[src/design/chte_pkg.sv]
// shared types and constants for the chained hash table engine
// no dependencies
`default_nettype none
package chte_pkg;
  localparam int BUCKETS = 64;
  localparam int ENTRIES = 256;
  localparam int BKT_W   = $clog2(BUCKETS);
  localparam int IDX_W   = $clog2(ENTRIES);
  localparam int LINK_W  = IDX_W + 1;
  localparam int CNT_W   = IDX_W + 1;
  localparam logic [LINK_W-1:0] NO_ENTRY = LINK_W'(ENTRIES);

  localparam logic [1:0] KIND_INSERT = 2'd0;
  localparam logic [1:0] KIND_SEARCH = 2'd1;
  localparam logic [1:0] KIND_REMOVE = 2'd2;

  localparam logic [1:0] ST_DONE     = 2'd0;
  localparam logic [1:0] ST_NOTFOUND = 2'd1;
  localparam logic [1:0] ST_FULL     = 2'd2;

  typedef enum logic [1:0] {OP_INSERT, OP_SEARCH, OP_REMOVE, OP_NONE} op_t;

  typedef enum logic [1:0] {S_IDLE, S_HEAD, S_CMP} state_t;

  typedef struct packed {
    op_t         op;
    logic [31:0] key;
    logic [31:0] value;
    logic [31:0] hash;
  } cmd_t;
endpackage
`default_nettype wire

[src/design/chte_front.sv]
// front end: takes command words, decodes the operation and queues them
// depends on chte_pkg
`default_nettype none
module chte_front (
  input  wire logic               clk,
  input  wire logic               rst,
  input  wire logic               start,
  output logic                    busy,
  input  wire logic [1:0]         kind,
  input  wire logic [31:0]        key,
  input  wire logic [31:0]        value,
  input  wire logic [31:0]        hash,
  output chte_pkg::cmd_t          cmd,
  output logic                    cmd_valid,
  input  wire logic               cmd_take
);
  import chte_pkg::*;

  cmd_t       q [2];
  logic       rd_ptr, wr_ptr;
  logic [1:0] count;
  op_t        op_dec;
  logic       push;

  always_comb begin
    case (kind)
      KIND_INSERT: op_dec = OP_INSERT;
      KIND_SEARCH: op_dec = OP_SEARCH;
      KIND_REMOVE: op_dec = OP_REMOVE;
      default:     op_dec = OP_NONE;
    endcase
  end

  assign busy      = (count == 2'd2);
  assign push      = start && !busy;
  assign cmd_valid = (count != 2'd0);
  assign cmd       = q[rd_ptr];

  always_ff @(posedge clk) begin
    if (push) begin
      q[wr_ptr] <= '{op: op_dec, key: key, value: value, hash: hash};
    end
  end

  always_ff @(posedge clk) begin
    if (rst) begin
      rd_ptr <= 1'b0;
      wr_ptr <= 1'b0;
      count  <= 2'd0;
    end else begin
      if (push) wr_ptr <= ~wr_ptr;
      if (cmd_take) rd_ptr <= ~rd_ptr;
      count <= count + 2'(push) - 2'(cmd_take);
    end
  end
endmodule
`default_nettype wire

[config.mk]
export PLATFORM = sky130hd
export DESIGN_NAME = chte_front
export DESIGN_NICKNAME = d
export VERILOG_FILES = /design/src/design/chte_pkg.sv /design/src/design/chte_front.sv
export SDC_FILE = /design/constraint.sdc
export NUM_CORES = 1
export LEC_CHECK = 0
export ABC_AREA = 1
export BUFFER_PORTS_ARGS = -buffer_cell sky130_fd_sc_hd__buf_2
export CELL_PAD_IN_SITES_DETAIL_PLACEMENT = 1
export CELL_PAD_IN_SITES_GLOBAL_PLACEMENT = 1
export CORE_ASPECT_RATIO = 1.4
export CORE_MARGIN = 10
export CORE_UTILIZATION = 47
export DETAILED_ROUTE_END_ITERATION = 8
export PLACE_DENSITY_LB_ADDON = 0.1
export RECOVER_POWER = 50
export REMOVE_ABC_BUFFERS = 1
export SYNTH_ARGS = -nofsm -noshare
export SYNTH_HDL_FRONTEND = slang
export SYNTH_SLANG_ARGS = --single-unit
[constraint.sdc]
create_clock -name clk -period 18.6 [get_ports clk]
set_input_delay 3.72 -clock clk [delete_from_list [all_inputs] [get_ports clk]]
set_output_delay 3.72 -clock clk [all_outputs]
set_load 0.02 [all_outputs]
==> results.json <==
{
  "max_freq_ghz": 0.151,
  "portBuffers": 201,
  "cts.hold.buffers_added": 0,
  "synth_seq_cells": 201,
  "ys_warn_count": 0,
  "critPathLaunch": "start",
  "first_pass_iters": 4,
  "reg2reg_to": "q[1][36]$_DFFE_PP_",
  "synth_cell_types": 14,
  "outcome": "finished with violations",
  "crit_fanout": 51,
  "synth_top_area_share_pct": 79.7,
  "synthCells": 341,
  "htree_num_levels": 1,
  "clock_latency_ns": 0.48,
  "synth-edff-count": 196,
  "dpl_cell_area_mm2": 0.00860,
  "nFillCells": 1474,
  "max-slew-margin-rel_pct": -52.5,
  "tightest_slew_ns": 2.28,
  "drt-initial-drc-count": 172,
  "drv_cap": 1,
  "dieArea_mm2": 0.0212,
  "fin_area_mm2": 0.00905,
  "finalSetupTns_ns": 0,
  "critPathLaunchType": "input pin",
  "rsz0062_at_grt": "false",
  "antenna_found_initial": 1,
  "crit_arrival_ns": 6.73,
  "cp-end-kind": "flip-flop",
  "cts-buffers-inserted": 19,
  "drv_slew": 49,
  "r2r_cells": 5,
  "timing.reg2reg.setup_slack_ns": 14.83,
  "hp-class": "reg -> reg",
  "clk_pin_slew_worst_paths_ns": 0.06,
  "period_share_pct": 35.5,
  "route.vias.total": 3731,
  "layout-drive-gt1-share_pct": 47.9,
  "gp_congestion": 0.720,
  "vias_per_cell": 4.90,
  "fin_nets": 658,
  "coreArea_mm2": 0.0155,
  "clockBufferDepth": 3,
  "finalHoldViolCount": 0,
  "wl_per_cell_um": 20.7,
  "cp_slowest_stage_delay_ns": 1.72,
  "ant_nets": 0,
  "register_area_mm2": 0.00599,
  "crit_family": "buffers and inverters",
  "hold_path_depth": 2,
  "cp_slowest_cell": "clkinvlp_2",
  "drc": 0,
  "root_buffer": "clkbuf_16",
  "crit_chain": "clkbuf_1 > nand3_1 > clkinvlp_2 > buf_4",
  "grt_pass1_vias": 4375,
  "diodes": 0,
  "die_y_um": 168,
  "crit_buf_inv": 3,
  "ir_drop_uv": 85.3,
  "fin_crit_ns": 6.61,
  "worstSetupPathType": "in -> reg",
  "io_pins": 202,
  "rows": 54,
  "power_density_mw_per_mm2": 116,
  "grt_max_degree": 73,
  "synth_common_cells": "edfxtp_1 (196), mux2_2 (78), mux2_4 (20), inv_1 (9)",
  "grt.overflow.total": 0,
  "critPathRequiredTime_ns": 18.72,
  "routed_wl_mm": 15.8,
  "post_cts.repair.setup_buffers": 0,
  "synth.area.top_cells": "edfxtp_1 (80%), mux2_2 (12%), mux2_4 (4.1%)",
  "grt_pass1_wl_mm": 23.7,
  "syn_avg_cell_area_um2": 21.7,
  "track_usage_pct": 14.1,
  "synth_most_common_cell": "edfxtp_1",
  "yosys.area.top_type": "edfxtp_1",
  "cts_sinks": 201,
  "cts_tree": "done",
  "violations": "max-capacitance violations, max-slew violations",
  "final.setup_skew_ns": 0.0111,
  "cp-endpoint": "q[1][36]$_DFFE_PP_",
  "path_depth": 4,
  "ys.flop_type": "edfxtp_1",
  "synth.cell_area_mm2": 0.00739,
  "setup_viol_count_final": 0,
  "hpwl_mm": 11.2,
  "rr_startpoint": "count[0]$_SDFF_PP0_",
  "die_x_um": 126,
  "multiInputGateArea_mm2": 0.00129,
  "p_leak_nw": 3.32,
  "ys_seq_area_share_pct": 81.0,
  "initial_core_util_pct": 47.5,
  "syn2layout_area_growth_pct": 22.6,
  "post_cts_resized": 0,
  "synth-async-reset-ratio_pct": 0
}
[area by class of cell]
type,instances,area share [%]
flip-flops and latches,201,66.1
multi-input cells,118,14.2
repair buffers,205,10.6
clock buffers,23,5.42
well taps,196,2.71
clock inverters,10,0.511
inverters,9,0.387
[tightest hold or removal path: stages, from the launching register on]
cell and delay, ns:
dfxtp_1 0.33, xnor2_1 0.09, nor2_1 0.09
[layer usage]
metal  GRT usage (%)  part of all wire [%]  vias to the layer above
met1            13.9                    34                     1834
met4            3.67                   1.3                        2
li1                -                     -                     1750
met2            26.7                    56                      124
met3            5.50                   8.6                       21
met5               0                 0.083                        -
[state kept, by name, summed over array words and instances, names as in the netlist, named ones only]
| register | flops |
|---|---|
| q | 196 |
| wr_ptr | 1 |
| count | 2 |
| rd_ptr | 1 |
[cell usage in the layout (no fill, tap or decap), types with 3 or more instances in the layout]
cell,count
clkbuf_16,19
clkinv_2,7
clkinv_1,3
mux2_2,78
nand2_1,7
clkbuf_1,63
mux2_4,20
buf_4,4
buf_2,140
inv_1,8
nor2_1,5
dfxtp_1,4
edfxtp_1,196
[stage by stage]
stage / setup WS, ns / std cells / total power, mW / util, % / hold slack (ns)
floorplan: 10.18 / 328 / 0.669 / - / 0.475
global placement: 12.76 / 729 / 0.723 / 55.3 / 0.498
detailed placement: 12.73 / 729 / 0.729 / 55.3 / 0.545
CTS: 12.22 / 762 / 1.07 / 58.8 / 0.562
global route: 11.67 / 762 / 1.10 / 58.3 / 0.586
finish: 11.99 / 762 / 1.05 / 58.3 / 0.559
[cell families (layout without fill, tap and decap cells)]
group | Yosys count | in the layout | synth area share [%]
buf+inv | 22 | 247 | 1.64
flops | 201 | 201 | 81.0
fa+ha+maj | 2 | 2 | 0.339
mux | 98 | 98 | 16.0
compound gates | 2 | 2 | 0.135
simple gates | 15 | 15 | 0.796
xor+xnor | 1 | 1 | 0.119
[how the worst min path moves through the flow]
stage	startpoint	slack (ns)	endpoint
finish	rd_ptr$_SDFFE_PP0P_	0.56	rd_ptr$_SDFFE_PP0P_
global route	rd_ptr$_SDFFE_PP0P_	0.59	rd_ptr$_SDFFE_PP0P_
CTS	rd_ptr$_SDFFE_PP0P_	0.56	rd_ptr$_SDFFE_PP0P_
detailed placement	rd_ptr$_SDFFE_PP0P_	0.55	rd_ptr$_SDFFE_PP0P_
global placement	rd_ptr$_SDFFE_PP0P_	0.50	rd_ptr$_SDFFE_PP0P_
floorplan	wr_ptr$_SDFFE_PP0P_	0.47	wr_ptr$_SDFFE_PP0P_
[report_power, final]
group / switching, mW / internal (mW)
clock: 0.149 / 0.187
sequential: 0.0118 / 0.544
combinational: 0.0977 / 0.0597
Power figures use the tool's default switching activity.
